==> src/design/rds_pkg.sv <==
// ----------------------------------------------------------------------------
// rds_pkg
// Types, constants and sequencer states of the record density sorter.
// ----------------------------------------------------------------------------
package rds_pkg;

    localparam int MAX_RECORDS = 32;
    localparam int ADDR_W      = $clog2(MAX_RECORDS);
    localparam int CNT_W       = $clog2(MAX_RECORDS + 1);
    localparam int IDX_W       = 5;
    localparam int DIV_STEPS   = 32;
    localparam int DIV_CNT_W   = $clog2(DIV_STEPS);

    typedef struct packed {
        logic [31:0] mass;
        logic [31:0] volume;
        logic        final_record;
    } in_item_t;

    typedef struct packed {
        logic [IDX_W-1:0] load_index;
        logic [31:0]      mass_out;
        logic [31:0]      volume_out;
        logic [31:0]      density_out;
        logic             overflowed;
        logic             end_of_batch;
    } out_item_t;

    typedef struct packed {
        logic [IDX_W-1:0] index;
        logic [31:0]      mass;
        logic [31:0]      volume;
        logic [31:0]      density;
    } rec_t;

    typedef enum logic [3:0] {
        S_IDLE,
        S_DIV,
        S_STORE,
        S_SORT_SETUP,
        S_PASS_START,
        S_PASS_FIRST,
        S_PASS_RUN,
        S_PASS_END,
        S_EMIT_RD,
        S_EMIT_LD
    } state_t;

endpackage

==> src/design/record_density_sorter.sv <==
// ----------------------------------------------------------------------------
// record_density_sorter
// Loads mass/volume records, computes Q16.16 density, bubble-sorts the batch
// by density in one record memory and emits the records in ascending order.
// ----------------------------------------------------------------------------
//  channel | direction | payload     | handshake
//  s_      | in        | in_item_t   | s_valid / s_ready
//  m_      | out       | out_item_t  | m_valid / m_ready
//
//  A load accepts the record, runs 32 restoring divider steps and stores it;
//  a saturating quotient skips the divider. Sort passes run over the record
//  memory, whose single read and write port move one record per cycle, and
//  the emit sequence reads and then loads each result. Reset is synchronous
//  and clears the count and the flag. A stalled m_ready holds the result
//  register and pauses the emit sequence; loading of the next batch starts
//  while the last result is still waiting.
module record_density_sorter (
    input  logic                aclk,
    input  logic                aresetn,
    input  logic                s_valid,
    output logic                s_ready,
    input  rds_pkg::in_item_t   s_data,
    output logic                m_valid,
    input  logic                m_ready,
    output rds_pkg::out_item_t  m_data
);
    import rds_pkg::*;

    state_t state_reg, state_next;

    rec_t mem [MAX_RECORDS];
    rec_t rd_reg;
    rec_t held_reg;

    logic              mem_we;
    logic [ADDR_W-1:0] mem_waddr;
    rec_t              mem_wdata;
    logic              mem_re;
    logic [ADDR_W-1:0] mem_raddr;

    logic [CNT_W-1:0]     count_reg;
    logic                 ovf_reg;
    logic [31:0]          mass_reg;
    logic [31:0]          vol_reg;
    logic                 final_reg;
    logic                 sat_reg;
    logic [31:0]          rem_reg;
    logic [31:0]          num_reg;
    logic [31:0]          quo_reg;
    logic [DIV_CNT_W-1:0] div_cnt_reg;
    logic [ADDR_W-1:0]    k_reg;
    logic [ADDR_W-1:0]    end_reg;
    logic [ADDR_W-1:0]    e_reg;
    logic                 m_valid_reg;
    out_item_t            m_data_reg;

    logic        s_fire;
    logic        has_room;
    logic        in_sat;
    logic [32:0] rem_shift;
    logic        rem_ge;
    logic [31:0] rem_new;
    logic        swap;
    logic        emit_last;
    logic        out_free;

    assign s_fire   = s_valid && s_ready;
    assign has_room = count_reg < CNT_W'(MAX_RECORDS);
    // The quotient exceeds 32 bits exactly when mass[31:16] >= volume; this
    // also covers a zero volume.
    assign in_sat   = {16'b0, s_data.mass[31:16]} >= s_data.volume;

    assign rem_shift = {rem_reg, num_reg[31]};
    assign rem_ge    = rem_shift >= {1'b0, vol_reg};
    assign rem_new   = rem_ge ? 32'(rem_shift - {1'b0, vol_reg}) : rem_shift[31:0];

    // Only a strictly greater density moves the carried record upward.
    assign swap      = held_reg.density > rd_reg.density;
    assign emit_last = e_reg == ADDR_W'(count_reg - 1'b1);
    assign out_free  = !m_valid_reg || m_ready;

    assign m_valid = m_valid_reg;
    assign m_data  = m_data_reg;

    always_comb begin
        state_next = state_reg;
        unique case (state_reg)
            S_IDLE: begin
                if (s_fire) begin
                    if (has_room) begin
                        state_next = in_sat ? S_STORE : S_DIV;
                    end else if (s_data.final_record) begin
                        state_next = S_SORT_SETUP;
                    end
                end
            end
            S_DIV: begin
                if (div_cnt_reg == DIV_CNT_W'(DIV_STEPS - 1)) begin
                    state_next = S_STORE;
                end
            end
            S_STORE: begin
                state_next = final_reg ? S_SORT_SETUP : S_IDLE;
            end
            S_SORT_SETUP: begin
                if (count_reg == '0) begin
                    state_next = S_IDLE;
                end else if (count_reg == CNT_W'(1)) begin
                    state_next = S_EMIT_RD;
                end else begin
                    state_next = S_PASS_START;
                end
            end
            S_PASS_START: state_next = S_PASS_FIRST;
            S_PASS_FIRST: state_next = S_PASS_RUN;
            S_PASS_RUN: begin
                if (k_reg == end_reg) begin
                    state_next = S_PASS_END;
                end
            end
            S_PASS_END: begin
                state_next = (end_reg == ADDR_W'(1)) ? S_EMIT_RD : S_PASS_START;
            end
            S_EMIT_RD: begin
                if (out_free) begin
                    state_next = S_EMIT_LD;
                end
            end
            S_EMIT_LD: begin
                state_next = emit_last ? S_IDLE : S_EMIT_RD;
            end
            default: state_next = S_IDLE;
        endcase
    end

    always_comb begin
        s_ready   = state_reg == S_IDLE;
        mem_we    = 1'b0;
        mem_waddr = k_reg - 1'b1;
        mem_wdata = held_reg;
        mem_re    = 1'b0;
        mem_raddr = k_reg + 1'b1;
        unique case (state_reg)
            S_STORE: begin
                mem_we            = 1'b1;
                mem_waddr         = count_reg[ADDR_W-1:0];
                mem_wdata.index   = IDX_W'(count_reg);
                mem_wdata.mass    = mass_reg;
                mem_wdata.volume  = vol_reg;
                mem_wdata.density = sat_reg ? 32'hFFFF_FFFF : quo_reg;
            end
            S_PASS_START: begin
                mem_re    = 1'b1;
                mem_raddr = '0;
            end
            S_PASS_FIRST: begin
                mem_re    = 1'b1;
                mem_raddr = ADDR_W'(1);
            end
            S_PASS_RUN: begin
                mem_we    = 1'b1;
                mem_wdata = swap ? rd_reg : held_reg;
                mem_re    = k_reg != end_reg;
            end
            S_PASS_END: begin
                mem_we    = 1'b1;
                mem_waddr = end_reg;
            end
            S_EMIT_RD: begin
                mem_re    = out_free;
                mem_raddr = e_reg;
            end
            default: begin
            end
        endcase
    end

    always_ff @(posedge aclk) begin
        if (mem_we) begin
            mem[mem_waddr] <= mem_wdata;
        end
        if (mem_re) begin
            rd_reg <= mem[mem_raddr];
        end
    end

    always_ff @(posedge aclk) begin
        if (!aresetn) begin
            state_reg   <= S_IDLE;
            count_reg   <= '0;
            ovf_reg     <= 1'b0;
            m_valid_reg <= 1'b0;
        end else begin
            state_reg <= state_next;
            if (m_valid_reg && m_ready) begin
                m_valid_reg <= 1'b0;
            end
            unique case (state_reg)
                S_IDLE: begin
                    if (s_fire && !has_room) begin
                        ovf_reg <= 1'b1;
                    end
                end
                S_STORE: count_reg <= count_reg + 1'b1;
                S_EMIT_LD: begin
                    m_valid_reg <= 1'b1;
                    if (emit_last) begin
                        count_reg <= '0;
                        ovf_reg   <= 1'b0;
                    end
                end
                default: begin
                end
            endcase
        end
    end

    always_ff @(posedge aclk) begin
        unique case (state_reg)
            S_IDLE: begin
                mass_reg    <= s_data.mass;
                vol_reg     <= s_data.volume;
                final_reg   <= s_data.final_record;
                sat_reg     <= in_sat;
                rem_reg     <= {16'b0, s_data.mass[31:16]};
                num_reg     <= {s_data.mass[15:0], 16'b0};
                quo_reg     <= '0;
                div_cnt_reg <= '0;
            end
            S_DIV: begin
                rem_reg     <= rem_new;
                num_reg     <= {num_reg[30:0], 1'b0};
                quo_reg     <= {quo_reg[30:0], rem_ge};
                div_cnt_reg <= div_cnt_reg + 1'b1;
            end
            S_SORT_SETUP: begin
                end_reg <= ADDR_W'(count_reg - 1'b1);
                e_reg   <= '0;
            end
            S_PASS_FIRST: begin
                held_reg <= rd_reg;
                k_reg    <= ADDR_W'(1);
            end
            S_PASS_RUN: begin
                if (!swap) begin
                    held_reg <= rd_reg;
                end
                if (k_reg != end_reg) begin
                    k_reg <= k_reg + 1'b1;
                end
            end
            S_PASS_END: begin
                end_reg <= end_reg - 1'b1;
            end
            S_EMIT_LD: begin
                m_data_reg.load_index   <= rd_reg.index;
                m_data_reg.mass_out     <= rd_reg.mass;
                m_data_reg.volume_out   <= rd_reg.volume;
                m_data_reg.density_out  <= rd_reg.density;
                m_data_reg.overflowed   <= ovf_reg;
                m_data_reg.end_of_batch <= emit_last;
                e_reg                   <= e_reg + 1'b1;
            end
            default: begin
            end
        endcase
    end

endmodule

==> config.mk <==
export PLATFORM = sky130hd
export DESIGN_NAME = record_density_sorter
export DESIGN_NICKNAME = d
export VERILOG_FILES = /design/src/design/rds_pkg.sv /design/src/design/record_density_sorter.sv
export SDC_FILE = /design/constraint.sdc
export NUM_CORES = 2
export LEC_CHECK = 0
export BUFFER_PORTS_ARGS = -buffer_cell sky130_fd_sc_hd__clkbuf_2
export CAP_MARGIN = 15
export CORE_MARGIN = 2
export CORE_UTILIZATION = 35
export CTS_CLUSTER_SIZE = 24
export DETAILED_ROUTE_END_ITERATION = 8
export PLACE_DENSITY_LB_ADDON = 0.3
export SLEW_MARGIN = 20
export SYNTH_ARGS = -nofsm -noshare
export SYNTH_HDL_FRONTEND = slang
export SYNTH_SLANG_ARGS = --single-unit
==> constraint.sdc <==
create_clock -name aclk -period 26.2 [get_ports aclk]
set_input_delay 2.62 -clock aclk [delete_from_list [all_inputs] [get_ports aclk]]
set_output_delay 2.62 -clock aclk [all_outputs]
set_load 0.02 [all_outputs]
==> impl_metrics.ini <==
[yosys]
synthCells = 11255
synth-seq-cells = 3715
synth_compound_area_frac = 0.07543
synth-simple-area-share = 0.1400
ys_seq_area_frac = 0.7463
synth.avg_cell_area_um2 = 13.27
synth_top_family_by_area = simple AND/OR/NAND/NOR gates
synthXorXnorAreaFrac = 0.003343
syn_nets = 11416
syn_area_um2 = 149300
async_flop_share = 0
yosysWarnings = 0
synth_edf_count = 3703
synth_top_flop_cell = edfxtp_1
synth_fa_ha_area_frac = 0.007760
ys_types = 63
synth.area.mux_share = 0.001676

[grt]
overflow = 0
antenna_found_initial = 22
grt_start_max_net_pins = 167
grt_use_total = 0.2089
first_global_vias = 89986
grt_pass1_wl_um = 663600

[worst_setup_path]
r2r_start = k_reg[0]
start_kind = flip-flop
cpLargestDelayFamily = buffers and inverters
criticalPathCategory = reg -> reg
cp.required_ps = 26980
slowest_delay_ps = 860
crit_fanout = 133
slowest_stage = buf_4
path_buf_inv = 7
crit_chain = inv_1, ha_1, inv_1, a2bb2oi_1, o22a_4, buf_4, buf_12, buf_4, buf_4, buf_4, nand2_1, and3_1, a311oi_1, a311oi_1, o21ai_0, o21a_1
critPathArrivalTime_ps = 8430
cp_common_cell = buf_4
cp-end-kind = flip-flop
setup.worst_path.start = k_reg[0]

[power]
vdd_drop_max_v = 0.00005409
leakagePower_nw = 57.28
powerDensity_nw_per_um2 = 73.25

[cells_and_area]
largest_reg_flops = 3232
fin_nets = 11419
final_cell_mix = edfxtp_1, nand2_1, nand3_1
layout_commonest_cell = edfxtp_1
final_layout_size_suffix_gt1_frac = 0.09386
syn2layout_area_growth_pct = 13.20

[sta]
fin_crit_sh = 0.2917
finalSetupViolations = 0
rsz0062_at_grt = no
max-slew-margin-rel = 0.1993
holdWs_ps = 487.8
worst_pin_slew_ps = 1201
slew_viol_final = 0
clock_skew_ps = 59.29
hold_violations = 0
period_minus_slack_ps = 7643
fmax_mhz = 130.8
setup_tns_ps = 0

[drt]
wl_um = 467500
drtAntennaViolNets = 0
vias = 96355
vias_per_cell = 5.599
drc_errors = 0
firstDrtPassIters = 6
dr.first_iter.drc_count = 11287
wire_per_inst_um = 27.17

[clock_tree]
clock_sinks = 3715
htreeDepth = 5
clock_path_buffers = 4
cts-root-buf = clkbuf_16
hold_buffers = 0
cts_tree = done
postCtsSetupBuffers = 0
cts_made_buffers = 367
clk_pin_slew_ps = 60
cts_resized = 0
clk-insertion-delay-late_ps = 950

[die]
fp-row-count = 239
die_area_um2 = 431900
io_pins = 174
die_h_um = 657.2
start_util = 0.3519
die_w_um = 657.2
core-area_um2 = 424300

[place]
portBuffers = 173
gp_congestion = 0.8324
hpwlAfterDp_um = 239600

[min_path]
hold_path.class = reg -> reg
worstHoldStart = ovf_reg

[status]
status = completed

[run]
cap_viol_max_count = 0
synth_stat cells (4+ instances only):
cell	instances	area, um^2
edfxtp_1	3703	111200
nand2_1	3341	12540
nand3_1	987	4940
a311oi_1	669	5859
clkbuf_1	418	1569
and3_1	369	2308
buf_2	297	1486
a21oi_1	230	1151
o22ai_1	209	1308
o21ai_0	120	600.6
nor2_1	116	435.4
a31oi_1	109	681.9
inv_1	102	382.9
o21a_1	93	698.2
ha_1	91	1139
a21o_1	52	390.4
buf_1	43	161.4
and2_1	39	244.0
xor2_1	29	254.0
xnor2_1	28	245.2
mux2i_1	25	250.2
o21ai_1	24	120.1
buf_4	23	172.7
nand4_1	18	112.6
nor2b_1	14	87.58
dfxtp_1	12	240.2
nor3_1	9	45.04
nand2b_1	8	50.05
a22oi_1	7	52.55
nor4_1	6	37.54
o21bai_1	6	45.04
a211oi_1	5	37.54
a211o_1	4	35.03
o211ai_1	4	30.03
routing by layer:
metal | track usage | up-vias | routed length [um]
li1 | - | 41948 | -
met5 | 0 | - | 0
met1 | 0.2828 | 49429 | 191000
met4 | 0.07516 | 0 | 17130
met3 | 0.02859 | 710 | 36770
met2 | 0.3437 | 4268 | 222600
worst register-to-register path, cell delays in order, from the launching register on:
cell	delay [ps]
edfxtp_1	600
inv_1	100
ha_1	340
inv_1	200
a2bb2oi_1	380
o22a_4	780
buf_4	770
buf_12	590
buf_4	730
buf_4	880
buf_4	930
nand2_1	180
and3_1	190
a311oi_1	280
a311oi_1	100
o21ai_0	280
o21a_1	150
cell families after synthesis:
| logic type | count (synthesis) |
|---|---|
| buf+inv | 886 |
| compound gates | 1560 |
| flops | 3715 |
| xor+xnor | 57 |
| fa+ha+maj | 92 |
| mux | 25 |
| simple gates | 4920 |
layout make-up:
| class | instances | area (um^2) |
|---|---|---|
| repair buffers | 418 | 3022 |
| clock buffers | 445 | 9647 |
| inverters | 102 | 392.9 |
| flip-flops and latches | 3715 | 111400 |
| fillers | 39178 | 255300 |
| clock inverters | 205 | 2116 |
| diodes | 7 | 17.52 |
| well taps | 5663 | 7086 |
| multi-input cells | 6654 | 35300 |
power breakdown:
part,switching [mW],leakage (nW),internal [mW]
sequential,0.0450,33.6,6.57
clock,2.26,5.76,3.01
combinational,0.344,17.9,0.146
path summary, 6_finish.rpt:
| kind | to | cells after the start | slack [ps] |
|---|---|---|---|
| worst min-delay path | m_data[1] | 0 | 490 |
| worst min register to register | m_data[1] | 0 | 490 |
| worst max register to register | rd_reg[37] | 16 | 18560 |
| worst max-delay path | rd_reg[37] | 16 | 18560 |
through the flow:
stage | area [um^2] | total power [mW] | utilization | setup slack [ps] | cells
CTS | 168800 | 12.44 | 0.3978 | 18570 | 17202
global placement | 156700 | 7.218 | 0.3694 | 18730 | 16549
global route | 169000 | 12.71 | 0.3983 | 18150 | 17204
finish | 169000 | 12.38 | 0.3983 | 18560 | 17209
detailed placement | 157100 | 7.221 | 0.3701 | 18620 | 16552
floorplan | 149300 | 7.031 | - | 15590 | 11255
(Power assumes the default switching activity.)
